**src/rtl/utf8_decode_text_layout_core_macros.svh**
```systemverilog
// assertion macros for the utf8 text layout core
`ifndef UTF8_DECODE_TEXT_LAYOUT_CORE_MACROS_SVH
`define UTF8_DECODE_TEXT_LAYOUT_CORE_MACROS_SVH

// same-cycle implication, sampled on clock, off during reset
`define U8DTL_ASSERT_NOW(label, ante, cons) \
   label: assert property (@(posedge clock) disable iff (reset) (ante) |-> (cons)) \
      else $error("u8dtl assertion failed");

// next-cycle implication, sampled on clock, off during reset
`define U8DTL_ASSERT_NEXT(label, ante, cons) \
   label: assert property (@(posedge clock) disable iff (reset) (ante) |=> (cons)) \
      else $error("u8dtl assertion failed");

`endif

```
**src/rtl/u8dtl_pkg.sv**
```systemverilog
// shared types and constants of the utf8 text layout core
`timescale 1ns / 1ps
package u8dtl_pkg;

   localparam int CSR_INDEX_W = 2;
   localparam int CSR_DATA_W  = 8;

   typedef enum logic [CSR_INDEX_W-1:0] {
      REG_SCREEN_WIDTH  = 2'd0,
      REG_SCREEN_HEIGHT = 2'd1,
      REG_GLYPH_WIDTH   = 2'd2,
      REG_GLYPH_HEIGHT  = 2'd3
   } reg_index_type;

   localparam logic CMD_START = 1'b0;
   localparam logic CMD_TEXT  = 1'b1;

   localparam logic [7:0] RST_SCREEN_WIDTH  = 8'd80;
   localparam logic [7:0] RST_SCREEN_HEIGHT = 8'd160;
   localparam logic [5:0] RST_GLYPH_WIDTH   = 6'd8;
   localparam logic [5:0] RST_GLYPH_HEIGHT  = 6'd16;

   typedef struct packed {
      logic [7:0] screen_width;
      logic [7:0] screen_height;
      logic [5:0] glyph_width;
      logic [5:0] glyph_height;
   } cfg_type;

   typedef struct packed {
      logic [1:0]  bytes_pending;
      logic        skipping;
      logic [15:0] partial_code;
      logic [8:0]  cursor_x;
      logic [8:0]  cursor_y;
      logic [7:0]  home_x;
      logic        active;
   } state_type;

   typedef struct packed {
      logic [15:0] code_point;
      logic [8:0]  pos_x;
      logic [8:0]  pos_y;
   } result_type;

endpackage

```
**src/rtl/u8dtl_if.sv**
```systemverilog
// request and response channel interfaces of the utf8 text layout core
`timescale 1ns / 1ps
interface u8dtl_req_if;
   logic       valid;
   logic       ready;
   logic       command;
   logic [7:0] byte_value;
   logic [7:0] start_x;
   logic [7:0] start_y;

   modport source (output valid, command, byte_value, start_x, start_y, input ready);
   modport sink   (input valid, command, byte_value, start_x, start_y, output ready);
endinterface

interface u8dtl_rsp_if;
   logic        valid;
   logic        ready;
   logic [15:0] code_point;
   logic [8:0]  pos_x;
   logic [8:0]  pos_y;

   modport source (output valid, code_point, pos_x, pos_y, input ready);
   modport sink   (input valid, code_point, pos_x, pos_y, output ready);
endinterface

```
**src/rtl/utf8_decode_text_layout_core.sv**
```systemverilog
// Top level of the utf8 text layout core. A start request (command 0) opens a string at
// (start_x, start_y); text requests (command 1) then carry one utf8 byte each, and every
// finished 1-, 2- or 3-byte sequence not wrapped off the bottom leaves as one response with
// its code point and glyph cell. Four-byte sequences and stray continuation bytes give
// nothing; a zero byte closes the string and flushes an open sequence. The core takes one
// request every cycle while req_bus.ready is high: decode and cursor placement are one short
// combinational pass from the state registers, and a taken request's response enters the
// output stage (output register plus skid) holding earlier responses; ready drops only while
// both entries are full. csr writes take effect at the next edge and are meant for idle time.
`timescale 1ns / 1ps
`include "utf8_decode_text_layout_core_macros.svh"
module utf8_decode_text_layout_core
   import u8dtl_pkg::*;
(
   input  logic                   clock,
   input  logic                   reset,
   u8dtl_req_if.sink              req_bus,
   u8dtl_rsp_if.source            rsp_bus,
   input  logic                   csr_we,
   input  logic [CSR_INDEX_W-1:0] csr_index,
   input  logic [CSR_DATA_W-1:0]  csr_wdata
);

   cfg_type    cfg_ff, cfg_in;
   state_type  st_ff, st_in;
   state_type  st_step;
   logic       res_valid;
   result_type res;

   // output register and skid entry
   logic       out_valid_ff, out_valid_in;
   result_type out_ff, out_in;
   logic       skid_valid_ff, skid_valid_in;
   result_type skid_ff, skid_in;

   logic req_fire;
   logic rsp_take;
   logic push;

   assign req_bus.ready = !skid_valid_ff;
   assign req_fire      = req_bus.valid && req_bus.ready;
   assign rsp_take      = rsp_bus.valid && rsp_bus.ready;
   assign push          = req_fire && res_valid;

   // configuration registers
   always_comb begin
      cfg_in = cfg_ff;
      if (csr_we) begin
         unique case (reg_index_type'(csr_index))
            REG_SCREEN_WIDTH:  cfg_in.screen_width  = csr_wdata;
            REG_SCREEN_HEIGHT: cfg_in.screen_height = csr_wdata;
            REG_GLYPH_WIDTH:   cfg_in.glyph_width   = csr_wdata[5:0];
            REG_GLYPH_HEIGHT:  cfg_in.glyph_height  = csr_wdata[5:0];
            default:           cfg_in = cfg_ff;
         endcase
      end
   end

   // decode and placement of the request byte
   u8dtl_step u_step (
      .state      (st_ff),
      .cfg        (cfg_ff),
      .command    (req_bus.command),
      .byte_value (req_bus.byte_value),
      .start_x    (req_bus.start_x),
      .start_y    (req_bus.start_y),
      .state_next (st_step),
      .res_valid  (res_valid),
      .res        (res)
   );

   assign st_in = req_fire ? st_step : st_ff;

   // two-entry output stage, skid drains into the output register first
   always_comb begin
      out_valid_in  = out_valid_ff;
      out_in        = out_ff;
      skid_valid_in = skid_valid_ff;
      skid_in       = skid_ff;
      if (rsp_take) begin
         if (skid_valid_ff) begin
            out_in        = skid_ff;
            skid_valid_in = 1'b0;
         end else if (push) begin
            out_in = res;
         end else begin
            out_valid_in = 1'b0;
         end
      end else if (push) begin
         if (!out_valid_ff) begin
            out_in       = res;
            out_valid_in = 1'b1;
         end else begin
            skid_in       = res;
            skid_valid_in = 1'b1;
         end
      end
   end

   always_ff @(posedge clock) begin
      if (reset) begin
         cfg_ff.screen_width  <= RST_SCREEN_WIDTH;
         cfg_ff.screen_height <= RST_SCREEN_HEIGHT;
         cfg_ff.glyph_width   <= RST_GLYPH_WIDTH;
         cfg_ff.glyph_height  <= RST_GLYPH_HEIGHT;
         st_ff                <= '0;
         out_valid_ff         <= 1'b0;
         skid_valid_ff        <= 1'b0;
      end else begin
         cfg_ff        <= cfg_in;
         st_ff         <= st_in;
         out_valid_ff  <= out_valid_in;
         skid_valid_ff <= skid_valid_in;
      end
   end

   // payload registers, no reset
   always_ff @(posedge clock) begin
      out_ff  <= out_in;
      skid_ff <= skid_in;
   end

   assign rsp_bus.valid      = out_valid_ff;
   assign rsp_bus.code_point = out_ff.code_point;
   assign rsp_bus.pos_x      = out_ff.pos_x;
   assign rsp_bus.pos_y      = out_ff.pos_y;

   // skid is only ever filled behind a full output register
   `U8DTL_ASSERT_NOW(a_skid_behind_out, skid_valid_ff, out_valid_ff)
   // a start request always leaves an open string
   `U8DTL_ASSERT_NEXT(a_start_opens, req_fire && req_bus.command == CMD_START, st_ff.active)
   // a glyph comes only from a text byte of an open string
   `U8DTL_ASSERT_NOW(a_glyph_needs_string, push,
      st_ff.active && req_bus.command == CMD_TEXT)
   // a text byte with no open string leaves the cursor where it was
   `U8DTL_ASSERT_NEXT(a_idle_byte_holds,
      req_fire && req_bus.command == CMD_TEXT && !st_ff.active,
      $stable(st_ff.cursor_x) && $stable(st_ff.cursor_y) && !st_ff.active)

endmodule

```
**src/rtl/u8dtl_step.sv**
```systemverilog
// decode of one request byte and glyph placement, combinational
`timescale 1ns / 1ps
module u8dtl_step
   import u8dtl_pkg::*;
(
   input  state_type  state,
   input  cfg_type    cfg,
   input  logic       command,
   input  logic [7:0] byte_value,
   input  logic [7:0] start_x,
   input  logic [7:0] start_y,
   output state_type  state_next,
   output logic       res_valid,
   output result_type res
);

   logic [9:0]  right_sum;
   logic        wrap;
   logic [8:0]  wrap_y;
   logic [9:0]  bottom_sum;
   logic        off_bottom;
   logic [8:0]  place_x;
   logic [8:0]  place_y;
   logic [1:0]  pend_dec;
   logic [15:0] merged_code;
   logic        do_place;
   logic [15:0] place_code;

   // placement of the glyph at the current cursor
   assign right_sum  = {1'b0, state.cursor_x} + 10'(cfg.glyph_width);
   assign wrap       = right_sum > {2'b00, cfg.screen_width};
   assign wrap_y     = 9'(state.cursor_y + 9'(cfg.glyph_height));
   assign bottom_sum = {1'b0, wrap_y} + 10'(cfg.glyph_height);
   assign off_bottom = wrap && (bottom_sum > {2'b00, cfg.screen_height});
   assign place_x    = wrap ? {1'b0, state.home_x} : state.cursor_x;
   assign place_y    = wrap ? wrap_y : state.cursor_y;

   assign pend_dec = state.bytes_pending - 2'd1;

   always_comb begin
      merged_code = state.partial_code;
      unique case (pend_dec)
         2'd0:    merged_code = state.partial_code | {10'd0, byte_value[5:0]};
         2'd1:    merged_code = state.partial_code | {4'd0, byte_value[5:0], 6'd0};
         2'd2:    merged_code = state.partial_code | {byte_value[3:0], 12'd0};
         default: merged_code = state.partial_code;
      endcase
   end

   always_comb begin
      state_next = state;
      do_place   = 1'b0;
      place_code = state.partial_code;
      priority if (command == CMD_START) begin
         state_next.home_x        = start_x;
         state_next.cursor_x      = {1'b0, start_x};
         state_next.cursor_y      = {1'b0, start_y};
         state_next.bytes_pending = 2'd0;
         state_next.skipping      = 1'b0;
         state_next.partial_code  = 16'd0;
         state_next.active        = 1'b1;
      end else if (!state.active) begin
         state_next = state;
      end else if (byte_value == 8'd0) begin
         // terminator, flushes an open 2- or 3-byte sequence
         do_place                 = (state.bytes_pending != 2'd0) && !state.skipping;
         state_next.bytes_pending = 2'd0;
         state_next.skipping      = 1'b0;
         state_next.partial_code  = 16'd0;
         state_next.active        = 1'b0;
      end else if (state.bytes_pending != 2'd0) begin
         state_next.bytes_pending = pend_dec;
         if (state.skipping) begin
            state_next.skipping = pend_dec != 2'd0;
         end else begin
            state_next.partial_code = merged_code;
            place_code              = merged_code;
            do_place                = pend_dec == 2'd0;
         end
      end else if (byte_value[7] == 1'b0) begin
         place_code = {8'd0, byte_value};
         do_place   = 1'b1;
      end else if (byte_value[7:5] == 3'b110) begin
         state_next.partial_code  = {5'd0, byte_value[4:0], 6'd0};
         state_next.bytes_pending = 2'd1;
      end else if (byte_value[7:4] == 4'b1110) begin
         state_next.partial_code  = {byte_value[3:0], 12'd0};
         state_next.bytes_pending = 2'd2;
      end else if (byte_value[7:3] == 5'b11110) begin
         state_next.skipping      = 1'b1;
         state_next.bytes_pending = 2'd3;
      end else begin
         state_next = state;
      end

      res_valid      = 1'b0;
      res.code_point = place_code;
      res.pos_x      = place_x;
      res.pos_y      = place_y;
      if (do_place) begin
         state_next.cursor_x = place_x;
         state_next.cursor_y = place_y;
         if (off_bottom) begin
            state_next.active = 1'b0;
         end else begin
            res_valid           = 1'b1;
            state_next.cursor_x = 9'(place_x + 9'(cfg.glyph_width));
         end
      end
   end

endmodule
```
**src/flat_wrapper.sv**
```systemverilog
// flat-port wrapper written by rule: the top's interface ports become plain ports
module utf8_decode_text_layout_core_flat import u8dtl_pkg::*;
  (clock, reset, csr_we, csr_index, csr_wdata, req_bus_valid, req_bus_command, req_bus_byte_value, req_bus_start_x, req_bus_start_y, req_bus_ready, rsp_bus_valid, rsp_bus_code_point, rsp_bus_pos_x, rsp_bus_pos_y, rsp_bus_ready);
  u8dtl_req_if req_bus_i ();
  u8dtl_rsp_if rsp_bus_i ();
  input  logic clock;
  input  logic reset;
  input  logic csr_we;
  input  logic [CSR_INDEX_W-1:0] csr_index;
  input  logic [CSR_DATA_W-1:0] csr_wdata;
  input wire logic [$bits(req_bus_i.valid)-1:0] req_bus_valid;
  input wire logic [$bits(req_bus_i.command)-1:0] req_bus_command;
  input wire logic [$bits(req_bus_i.byte_value)-1:0] req_bus_byte_value;
  input wire logic [$bits(req_bus_i.start_x)-1:0] req_bus_start_x;
  input wire logic [$bits(req_bus_i.start_y)-1:0] req_bus_start_y;
  output wire logic [$bits(req_bus_i.ready)-1:0] req_bus_ready;
  output wire logic [$bits(rsp_bus_i.valid)-1:0] rsp_bus_valid;
  output wire logic [$bits(rsp_bus_i.code_point)-1:0] rsp_bus_code_point;
  output wire logic [$bits(rsp_bus_i.pos_x)-1:0] rsp_bus_pos_x;
  output wire logic [$bits(rsp_bus_i.pos_y)-1:0] rsp_bus_pos_y;
  input wire logic [$bits(rsp_bus_i.ready)-1:0] rsp_bus_ready;
  assign req_bus_i.valid = req_bus_valid;
  assign req_bus_i.command = req_bus_command;
  assign req_bus_i.byte_value = req_bus_byte_value;
  assign req_bus_i.start_x = req_bus_start_x;
  assign req_bus_i.start_y = req_bus_start_y;
  assign req_bus_ready = req_bus_i.ready;
  assign rsp_bus_valid = rsp_bus_i.valid;
  assign rsp_bus_code_point = rsp_bus_i.code_point;
  assign rsp_bus_pos_x = rsp_bus_i.pos_x;
  assign rsp_bus_pos_y = rsp_bus_i.pos_y;
  assign rsp_bus_i.ready = rsp_bus_ready;
  utf8_decode_text_layout_core u_core (.clock(clock), .reset(reset), .req_bus(req_bus_i), .rsp_bus(rsp_bus_i), .csr_we(csr_we), .csr_index(csr_index), .csr_wdata(csr_wdata));
endmodule
```
**config.mk**
```make
export PLATFORM = sky130hd
export DESIGN_NAME = utf8_decode_text_layout_core_flat
export DESIGN_NICKNAME = d
export VERILOG_FILES = /design/src/rtl/u8dtl_pkg.sv /design/src/rtl/u8dtl_if.sv /design/src/rtl/utf8_decode_text_layout_core.sv /design/src/rtl/u8dtl_step.sv /design/src/flat_wrapper.sv
export VERILOG_INCLUDE_DIRS = /design/src /design/src/rtl
export SDC_FILE = /design/constraint.sdc
export NUM_CORES = 1
export LEC_CHECK = 0
export ABC_AREA = 1
export ABC_CLOCK_PERIOD_IN_PS = 7880
export BUFFER_PORTS_ARGS = -buffer_cell sky130_fd_sc_hd__buf_4
export CAP_MARGIN = 10
export CORE_UTILIZATION = 35
export CTS_CLUSTER_SIZE = 12
export DETAILED_ROUTE_END_ITERATION = 8
export GPL_TIMING_DRIVEN = 1
export PLACE_DENSITY = 0.61
export SYNTH_ARGS = -nofsm -noshare
export SYNTH_HDL_FRONTEND = slang
export SYNTH_SLANG_ARGS = --single-unit
```
**constraint.sdc**
```tcl
create_clock -name clock -period 7.88 [get_ports clock]
set_input_delay 0 -clock clock [delete_from_list [all_inputs] [get_ports clock]]
set_output_delay 0 -clock clock [all_outputs]
set_load 0.02 [all_outputs]
```
# Word-level counts from Yosys, hierarchy flattened
# Cells that the tools add are included.
# classes
reduce_logical,28
muxes,46
eq_ne,19
order_cmp,2
addsub,5
n_bitwise,5
# ops
operator,n
2-to-1 mux 34 bit,5
2-to-1 mux 46 bit,3
2-to-1 mux 16 bit,8
case mux 16 bit (3 select lines),1
2-to-1 mux 19 bit,2
2-to-1 mux 27 bit,1
2-to-1 mux 9 bit,3
2-to-1 mux 26 bit,1
adder 9 x 6 -> 10 bit,2
greater-than comparator 10 x 8 -> 1 bit,2
adder 9 x 6 -> 9 bit,2
2-to-1 mux 1 bit,18
2-to-1 mux 18 bit,1
OR 16 x 12 -> 16 bit,1
OR 16 bit,1
OR 16 x 6 -> 16 bit,1
AND reduction 2 bit,7
AND reduction 3 bit,3
logical NOT 8 bit,1
"inequality test 4 x 1 -> 1 bit, second input constant",2
"inequality test 4 bit, second input constant",2
AND reduction 4 bit,2
nonzero test 2 bit,4
"== test 2 bit, second input constant",3
other kinds (17),29
# totals
inputBits,40
out_inout_bits,36
register_bits,144

# Logic depth before layout (Yosys ltp)
# depth
depth_word,12
mapped_depth,33
depth_no_buf,32

# Modules after synthesis
# Synthesis repeated with hierarchy kept, for this count alone.
# hier_totals
hier_cells,1219
hier_area_um2,8893.5
# modules_own_cells
mod,n_inst,cells_per_inst,seq_area_each_um2,area_per_inst_um2
utf8_decode_text_layout_core,1,575,3563.4,5386.4
u8dtl_step,1,644,0.0,3507.1

# Worst setup path before layout
# Ideal clock, no wire load.
# synth_timing
path_kind,register to register
start,register u_core.st_ff[9] (netlist name)
end,register u_core.out_ff (netlist bit u_core.rsp_bus.code_point[0]) (enable)
n_path_buf,1
stages_incl_launch_ff,28
setup_ns,0.436
required_time_ns,7.444
arrival_time_ns,5.082
setup_slack_ns,2.361
cell_sequence,dfxtp_1 ha_1 fa_1 nand2_1 nand2_1 nand2_1 xnor2_1 ha_1 nand2_1 inv_1 nand2_1 nand3_1 nand2_1 nand2_1 nand2_1 xor2_1 ha_1 nand2_1 nor4_1 a21oi_1 a21oi_2 nand2_1 nand2_4 buf_8 inv_6 nor2_8 nand2_1 a21oi_1
# synth_via
elab_chain_len,9
word_cells_on_any_way,10
cone_classes,2 x add/sub; 1 x order compare; 2 x mux; 5 x reduce/logical
# synth_rtl
item,line,source
from (decl),utf8_decode_text_layout_core.sv:25,"state_type st_ff, st_in;"
from (signal assigned),utf8_decode_text_layout_core.sv:111,st_ff <= st_in;
adder 9 x 6 -> 9 bit *,u8dtl_step.sv:32,assign wrap_y = 9'(state.cursor_y + 9'(cfg.glyph_height));
adder 9 x 6 -> 10 bit *,u8dtl_step.sv:33,"assign bottom_sum = {1'b0, wrap_y} + 10'(cfg.glyph_height);"
greater-than comparator 10 x 8 -> 1 bit *,u8dtl_step.sv:34,"assign off_bottom = wrap && (bottom_sum > {2'b00, cfg.screen_height});"
logical AND 1 bit *,u8dtl_step.sv:34,
2-to-1 mux 1 bit *,u8dtl_step.sv:103,if (off_bottom) begin
2-to-1 mux 1 bit *,u8dtl_step.sv:100,if (do_place) begin
logical AND 1 bit *,utf8_decode_text_layout_core.sv:43,assign push = req_fire && res_valid;
nonzero test 2 bit (no line),--,
AND reduction 3 bit (no line) *,--,
to (signal assigned),utf8_decode_text_layout_core.sv:119,out_ff <= out_in;
to (decl),utf8_decode_text_layout_core.sv:32,"result_type out_ff, out_in;"
# Every way passes the cells marked *; elsewhere a longest branch is shown, timed or not.
# A chain may end at the register's enable or synchronous reset.

# Final worst setup path
# layout_timing
start,register u_core.cfg_ff[0] (netlist name)
end,register u_core.out_ff (netlist bit u_core.rsp_bus.pos_y[5]) (enable)
# layout_via
elab_chain_len,9
word_cells_on_any_way,10
cone_classes,2 x add/sub; 1 x order compare; 2 x mux; 5 x reduce/logical
# layout_rtl
item,line,source
from (decl),utf8_decode_text_layout_core.sv:24,"cfg_type cfg_ff, cfg_in;"
from (signal assigned),utf8_decode_text_layout_core.sv:110,cfg_ff <= cfg_in;
adder 9 x 6 -> 9 bit,u8dtl_step.sv:32,
adder 9 x 6 -> 10 bit *,u8dtl_step.sv:33,
greater-than comparator 10 x 8 -> 1 bit *,u8dtl_step.sv:34,
logical AND 1 bit *,u8dtl_step.sv:34,
2-to-1 mux 1 bit *,u8dtl_step.sv:103,
2-to-1 mux 1 bit *,u8dtl_step.sv:100,
logical AND 1 bit *,utf8_decode_text_layout_core.sv:43,
nonzero test 2 bit (no line),--,
AND reduction 3 bit (no line) *,--,
# Marks and branches as above.

==> summary.md <==
| Metric | Value |
|---|---|
| Worst Hold End | `u_core.st_ff[0]` |
| Post-synth EDFFs | `68` |
| Worst setup path class | `reg2reg` |
| Clk_lat worst skew | `430 ps` |
| Final period utilization | `about 63%` |
| Drt wl/cell | `14.1 um` |
| Rows | `55` |
| Gpl congestion | `slightly below 0.9` |
| Gr ovfl total | `0` |
| Global-route wire length before repair | `between 30000 and 40000 um` |
| Nets | `1190` |
| Clock Tree Buf Depth | `2` |
| Post-Synthesis Cells | `997` |
| Slew headroom | `27.8%` |
| Actual slew at the worst max-slew pin | `around 1100 ps` |
| Fill count | `between 2000 and 2500` |
| Port-buffer cells | `75` |
| Worst Setup Start Kind | `flip-flop` |
| Peak VDD IR | `around 0.00011 V` |
| First-pass DRT Iterations | `7` |
| Post-layout minimum cycle time | `a little under 5000 ps` |
| Most frequent CP cell | `nand2_1` |
| Drt total wl | `slightly below 20000 um` |
| Clock tree from TritonCTS | `yes` |
| Mapped cell area | `8050 um^2` |
| Die Y | `around 150 um` |
| Clock Sinks | `about 140` |
| CTS root buf | `clkbuf_16` |
| Power Total | `0.00207 W` |
| Largest net degree at the start of global routing | `59` |
| Top Ports | `76` |
| Synth warnings | `0` |
| Initial core utilization | `between 30% and 40%` |
| Post-CTS Setup Bufs | `0` |
| Gr usage total | `~17%` |
| Slowest CP cell | `a21oi_4` |
| Crit path max-delay family | `adder cells` |
| DRT iter0 DRCs | `roughly 400` |
| R2r worst-path depth | `27` |
| Reg-to-Reg End | `u_core.rsp_bus.pos_y[5]` |
| Yosys cell types | `between 50 and 60` |
| Synth Flop Type | `dfxtp_1` |
| Register area share after synthesis | `about 44%` |
| FFs w/ async S/R, synth | `0%` |
| Residual DRC | `0` |
| Worst r2r src | `u_core.cfg_ff[0]` |
| Fin Setup TNS | `0 ps` |
| Outcome | `complete, no violations` |
| DIE WIDTH | `between 150 and 200 um` |
| Clock transition at path regs | `roughly 70 ps` |
| Antenna diodes | `0` |
| Final Util | `between 40% and 50%` |
| Max incr delay on CP | `approximately 860 ps` |
| Post-route ant nets | `0` |
| Htree depth | `4` |
| Endpoints failing setup | `0` |
| HP Class | `in2reg` |
| DR vias/cell | `roughly 4.9` |
| FMAX | `around 0.20 GHz` |
| Worst EP arrival | `4980 ps` |
| Total Die Area | `~24000 um^2` |
| Worst path buffer plus inverter count | `3` |
| Most frequent cells in the layout | `nand2_1 (248), inv_1 (129), o21ai_0 (98)` |
| Critical Path Fanout Max | `34` |
| Layout cell share with drive strength beyond 1 | `between 10% and 20%` |
| Pleak | `4.38 nW` |
| Fin area | `approximately 10000 um^2` |
| Via count | `a little under 7000` |
| Reg2reg setup slack | `between 2000 and 3000 ps` |
| Worst setup EP type | `flip-flop` |
| Max Cap Viol | `0` |
| RSZ-0062 raised after global routing | `false` |
| Clock Skew | `between 9 and 10 ps` |
| PD cells | `around 210 nW/um^2` |
| Cells on Worst Hold Path | `4` |
| Mapped Nets | `around 1100` |
| Hold path startpoint | `req_bus_valid` |
| CORE AREA | `~23000 um^2` |
| Post-CTS Resized | `0` |
| Layout area overhead | `22.5%` |
| Slew Limit Fails | `0` |
| Placement Cell Area | `8830 um^2` |
| Syn_area_per_cell | `8.07 um^2` |
| Worst EP required | `7920 ps` |
| Vias in the first global route | `6336` |
| Final hold vios | `0` |
| Post-DP HPWL | `14300 um` |
| Commonest non-fill, non-tap cell in the layout | `nand2_1` |
| Post-synthesis sequential element count | `144` |
| Initial antenna violation count | `0` |
| CTS buffer count | `17` |
cell type report:
| class | count | area (um^2) | area share, % |
|---|---|---|---|
| multi-input cells | 682 | 3780 | 38.4 |
| flip-flops and latches | 144 | 3560 | 36.1 |
| repair buffers | 120 | 1010 | 10.2 |
| inverters | 141 | 542 | 5.50 |
| clock buffers | 17 | 425 | 4.32 |
| well taps | 285 | 357 | 3.62 |
| clock inverters | 15 | 184 | 1.87 |
cells by family after synthesis:
| group | count (synthesis) | synth area share (%) |
|---|---|---|
| and+or+nand+nor | 382 | 20.6 |
| AOI/OAI and AO/OA | 235 | 16.6 |
| buffers and inverters | 171 | 8.94 |
| DFF | 144 | 44.3 |
| adders and majority gates | 44 | 7.21 |
| xor gates and xnor gates | 20 | 2.18 |
| muxes | 1 | 0.124 |
how the worst max path moves through the flow:
stage / startpoint / end / slack (ps) / cells past startpoint
final: u_core.cfg_ff[0] / u_core.rsp_bus.pos_y[5] / 2940 / 27
after global routing: u_core.cfg_ff[0] / u_core.rsp_bus.pos_y[7] / 2450 / 26
after CTS: u_core.st_ff[9] / u_core.rsp_bus.pos_y[2] / 2880 / 26
after detailed placement: u_core.st_ff[9] / u_core.rsp_bus.code_point[7] / 2910 / 26
after global placement: u_core.st_ff[9] / u_core.rsp_bus.code_point[7] / 2980 / 26
after floorplan: u_core.st_ff[9] / u_core.rsp_bus.code_point[0] / 2360 / 27
cells in the mapped netlist, types with 12 or more instances:
cell	n	area [um^2]
dfxtp_1	76	1520
a21oi_1	74	370
ha_1	40	500
nor2_1	50	188
nand2_1	248	931
o21ai_0	98	490
clkbuf_1	16	60.1
a31oi_1	12	75.1
inv_1	129	484
xor2_1	14	123
nand3_1	47	235
o21ai_1	17	85.1
a21oi_2	13	114
edfxtp_1	68	2040
report_power, final:
group | switching [W] | internal, W | leakage, nW | total (W)
clock | 0.000357 | 0.000483 | 0.300 | 0.000840
sequential | 0.0000218 | 0.000822 | 1.25 | 0.000844
combinational | 0.000248 | 0.000141 | 2.83 | 0.000389
total | 0.000627 | 0.00145 | 4.38 | 0.00207
worst min-delay path: stages:
cell	delay, ps
buf_4	80
nand2_1	200
nand2_1	120
a21oi_1	60
per-layer routing:
metal | GRT usage (%) | wire (um) | up-vias
li1 | - | - | 3532
met1 | 24.9 | 10100 | 3144
met2 | 26.3 | 8610 | 152
met3 | 2.68 | 792 | 29
met4 | 6.24 | 404 | 0
met5 | 0 | 0 | -
what timing repair did:
action                                 CTS  global route
setup endpoints to repair                0             0
hold buffers                            42             0
endpoints found under the hold margin   76             0
through the flow:
| step | std cells | hold WS (ps) | setup WS (ps) |
|---|---|---|---|
| after global routing | 1404 | 83.6 | 2450 |
| after global placement | 1330 | 243 | 2980 |
| final | 1404 | 71.6 | 2940 |
| after CTS | 1404 | 60.8 | 2880 |
| after floorplan | 997 | 69.1 | 2360 |
| after detailed placement | 1330 | 247 | 2910 |
state kept, by name, summed over array words and instances, names as in the netlist:
name                       count
u_core.st_ff                  46
u_core.skid_valid_ff           1
u_core.rsp_bus.valid           1
u_core.rsp_bus.code_point     16
u_core.cfg_ff                 28
u_core.rsp_bus.pos_x           9
u_core.skid_ff                34
u_core.rsp_bus.pos_y           9
Power figures use the tool's default switching activity.
